==> config.mk <==
export PLATFORM = sky130hd
export DESIGN_NAME = vmt_merge
export DESIGN_NICKNAME = d
export VERILOG_FILES = /design/src/rtl/vector_matrix_transform_macros.svh /design/src/rtl/vmt_pkg.sv /design/src/rtl/vmt_merge.sv
export SDC_FILE = /design/constraint.sdc
export NUM_CORES = 1
export LEC_CHECK = 0
export ABC_AREA = 0
export BUFFER_PORTS_ARGS = -buffer_cell sky130_fd_sc_hd__buf_2
export CAP_MARGIN = 40
export CORE_UTILIZATION = 37
export CTS_BUF_LIST = sky130_fd_sc_hd__clkbuf_4 sky130_fd_sc_hd__clkbuf_8 sky130_fd_sc_hd__clkbuf_16
export DETAILED_ROUTE_END_ITERATION = 16
export GPL_ROUTABILITY_DRIVEN = 0
export GPL_TIMING_DRIVEN = 0
export PLACE_DENSITY = 0.76
export SYNTH_ARGS = -nofsm -noshare
export SYNTH_HDL_FRONTEND = slang
export SYNTH_SLANG_ARGS = --single-unit
==> constraint.sdc <==
create_clock -name clock -period 4.16 [get_ports clock]
set_clock_uncertainty 0.15 [all_clocks]
set_input_delay 0.832 -clock clock [delete_from_list [all_inputs] [get_ports clock]]
set_output_delay 0.832 -clock clock [all_outputs]
set_load 0.02 [all_outputs]
==> src/rtl/vector_matrix_transform_macros.svh <==
// Assertion macros shared by the vector matrix transform RTL.
// Each macro expands to one labeled concurrent assertion with a synchronous reset guard.
`ifndef VECTOR_MATRIX_TRANSFORM_MACROS_SVH
`define VECTOR_MATRIX_TRANSFORM_MACROS_SVH

// The consequent must hold in the same cycle as the antecedent.
`define VMT_ASSERT_IMPLIES(label, clk, rst, ante, cons) \
   label: assert property (@(posedge clk) disable iff (rst) (ante) |-> (cons)) \
      else $error("vmt assertion failed (same cycle)");

// The consequent must hold in the cycle after the antecedent.
`define VMT_ASSERT_NEXT(label, clk, rst, ante, cons) \
   label: assert property (@(posedge clk) disable iff (rst) (ante) |=> (cons)) \
      else $error("vmt assertion failed (next cycle)");

`endif

==> src/rtl/vmt_pkg.sv <==
// Package for the vector matrix transform: widths, register map and shared types.
// Used by vmt_lane, vmt_merge and vector_matrix_transform; depends on nothing.
`default_nettype none

package vmt_pkg;

   localparam int DATA_W            = 32;
   localparam int PROD_W            = 2 * DATA_W;
   localparam int PAIR_W            = PROD_W + 1;
   localparam int SUM_W             = PROD_W + 2;
   localparam int VEC_LEN           = 4;
   localparam int NUM_LANES         = 4;
   localparam int FRAC_BITS_DEFAULT = 16;

   // Configuration register map: two packed matrix elements per register.
   localparam int CSR_DATA_W  = 2 * DATA_W;
   localparam int CSR_INDEX_W = 4;
   localparam int NUM_CSR     = 8;

   localparam logic [CSR_INDEX_W-1:0] CSR_ROW_RIGHT_01 = CSR_INDEX_W'(0);
   localparam logic [CSR_INDEX_W-1:0] CSR_ROW_POS_23   = CSR_INDEX_W'(NUM_CSR - 1);

   localparam logic signed [DATA_W-1:0] SAT_MAX = {1'b0, {(DATA_W-1){1'b1}}};
   localparam logic signed [DATA_W-1:0] SAT_MIN = {1'b1, {(DATA_W-1){1'b0}}};

   typedef logic signed [DATA_W-1:0] word_type;

   // Load enables for the three pipeline stages inside each lane.
   typedef struct packed {
      logic ld1;
      logic ld2;
      logic ld3;
   } stage_ctrl_type;

endpackage

`default_nettype wire

==> src/rtl/vmt_merge.sv <==
// Output stage: gathers the four lane results, merges their saturation flags, and holds
// the result register of the response channel. Depends on vmt_pkg.
`default_nettype none

module vmt_merge (
   input  wire logic                     clock,
   input  wire logic                     reset,
   input  wire logic                     in_valid,
   input  wire vmt_pkg::word_type        lane_result [vmt_pkg::NUM_LANES],
   input  wire logic [vmt_pkg::NUM_LANES-1:0] lane_sat,
   output logic                          ready,
   output logic                          rsp_valid,
   input  wire logic                     rsp_stall,
   output vmt_pkg::word_type             rsp_out_x,
   output vmt_pkg::word_type             rsp_out_y,
   output vmt_pkg::word_type             rsp_out_z,
   output vmt_pkg::word_type             rsp_out_w,
   output logic                          rsp_clipped
);

   logic              valid_ff;
   logic              valid_in;
   vmt_pkg::word_type comp_ff [vmt_pkg::NUM_LANES];
   logic              clipped_ff;
   logic              load;

   // The register can take a new result when it is empty or its result leaves this cycle.
   assign ready    = ~valid_ff | ~rsp_stall;
   assign load     = ready & in_valid;
   assign valid_in = ready ? in_valid : valid_ff;

   always_ff @(posedge clock) begin
      if (reset) begin
         valid_ff <= 1'b0;
      end else begin
         valid_ff <= valid_in;
      end
   end

   always_ff @(posedge clock) begin
      if (load) begin
         comp_ff    <= lane_result;
         clipped_ff <= |lane_sat;
      end
   end

   assign rsp_valid   = valid_ff;
   assign rsp_out_x   = comp_ff[0];
   assign rsp_out_y   = comp_ff[1];
   assign rsp_out_z   = comp_ff[2];
   assign rsp_out_w   = comp_ff[3];
   assign rsp_clipped = clipped_ff;

endmodule

`default_nettype wire

==> run summary <==
Core Footprint = 10300 µm²
Clock Power Share = 45.7%
first-pass GRT wire length = 12100 µm
Crit Path Max Fanout = 2
die area = 11000 µm²
vias post-DR = 2429
Num CTS Buffers = 17
vias in the first global route = 2459
Pleak = 0.00262 µW
Crit path required time = 3.18 ns
share of the synthesized area in the top cell type = 98.8%
Final Hold Violating Endpoints = 0
P&R area growth vs syn = 54.9%
Post-synth ARST share = 0%
Tcrit/Tclk final = 51.8%
post-synthesis register bit count = 130
CTS tree = built
GRT Residual Overflow = 0
pre-CTS setup slack = 1.52 ns
EDFF count, synth = 129
sequential fraction of the synthesis area = 99.3%
drt drc = 0
Post-Syn Nets = 271
I/O pins = 267
DRT iter0 DRCs = 80
setup tns final = 0 ns
minimum clock period = 2.16 ns
Syn. warnings = 0
synth top area cells = edfxtp_1 99%, dfxtp_1 0.51%, or4_1 0.19%
VDD IR-drop max = 0.259 mV
clock buffer depth = 2
setup bufs post-CTS = 0
Layout Cells excl Fill = 570
P_int = 2660 µW
# setup viols final = 0
Combinational Power Share = 7.9%
CTS Root Cell = clkbuf_8
# hold bufs at CTS = 0
switching power = 680 µW
PwrDens = 551 nW/µm²
final WL = 8520 µm
initial antenna violation count = 0
GR Util All Layers = 15.5%
Mean Syn Cell Area = 29.0 µm²
worst slew pin tran = 0.841 ns
clock sinks = 130
sequential power share = 46.4%
CP arrival = 1.17 ns
post-cts repair resize count = 0
post-route ant nets = 0
n_diodes = 0
RSZ-0062 raised after global routing = no
fmax = 464 MHz
Worst Hold Class = primary input to flop
Setup crit end kind = primary output
die height = 105 µm
Post-Syn Instances = 135
crit path launch type = primary input
placed insts = 538
Worst slew margin = 44.0%
DR pass1 iterations = 4
drt wl/cell = 14.9 µm
fin. max-slew vios = 0
fillers = 801
Yosys top cell by area = edfxtp_1
Syn Std Cell Area = 3920 µm²
Worst-Skew Late Latency = 0.50 ns
status = finished clean
sw frac = 20.3%
final setup margin = 2.00 ns
final hold slack = 0.332 ns
most frequent cell after synthesis = edfxtp_1
Port-buffer cells = 266
# rows = 37
H-tree depth = 4
library cells used by synthesis = 7
Starting Density = 38.1%
Reg clk slew, reported paths = 0.06 ns
layout cells sized above 1 = 68.0%
Crit Path Class = primary input to primary output
Nets = 557
Detail Placement HPWL = 6270 µm
max_cap viols = 0
Vias/cell = 4.26
dominant synthesized flop cell = edfxtp_1
Die Wd = 105 µm
largest net degree at the start of global routing = 66
==> metal layers <==
layer / global-route usage, % / share of wire, %
met3: 7.67 / 11
met1: 15.3 / 35
met2: 26.4 / 53
met4: 8.25 / 1.7
met5: 0 / 0
==> flip-flops by register name, indices dropped and copies added (netlist names) <==
name	count
rsp_valid	1
rsp_out_w	32
rsp_clipped	1
rsp_out_y	32
rsp_out_x	32
rsp_out_z	32
==> cells by family (layout without fill, tap and decap cells) <==
kind of cell	after synthesis	after routing	synth area share, %
buffers and inverters	0	299	0
DFF	130	130	99.3
and+or+nand+nor	4	4	0.543
AOI/OAI and AO/OA	1	1	0.128
==> power by group through the flow <==
stage | clock (µW) | combinational (µW) | sequential, µW
floorplan | 0 | 24.3 | 1680
global placement | 0 | 257 | 1580
detailed placement | 0 | 268 | 1580
CTS | 1570 | 269 | 1550
global route | 1630 | 280 | 1560
finish | 1530 | 265 | 1550
==> critical path, cell delays in order <==
cell and delay, ns:
buf_2 0.10, nand2_1 0.07, buf_2 0.17
==> per-stage QoR <==
stage          power, µW  util [%]  area [µm²]
6_report            3340      59.1        6070
5_1_grt             3460      59.1        6070
4_1_cts             3390      59.1        6070
3_5_place_dp        1850      53.0        5450
3_3_place_gp        1840      52.8        5420
2_1_floorplan       1710         -        3920
==> placed cells by master (no fill, tap or decap), drive strengths merged <==
| master | count |
|---|---|
| nor2 | 1 |
| and2 | 1 |
| a21oi | 1 |
| buf | 267 |
| nand2 | 1 |
| clkinvlp | 1 |
| bufinv | 5 |
| dfxtp | 1 |
| clkbuf | 19 |
| or4 | 1 |
| edfxtp | 129 |
| clkinv | 7 |
==> worst paths after layout <==
kind	cells after the start	end	startpoint	slack, ns
hold reg to reg	2	rsp_valid	rsp_valid	0.38
setup / recovery	3	ready	rsp_stall	2.00
setup reg to reg	3	rsp_out_w[1]	rsp_valid	2.18
hold / removal	2	rsp_valid	reset	0.33
==> final cells by class <==
cell class	count	area [µm²]	area share (%)
flip-flops and latches	130	3890	64.1
repair buffers	267	1360	22.4
clock buffers	19	429	7.07
clock inverters	13	190	3.13
well taps	136	170	2.80
multi-input cells	5	28.8	0.474
Note: power is estimated with default switching activity, not from simulation.
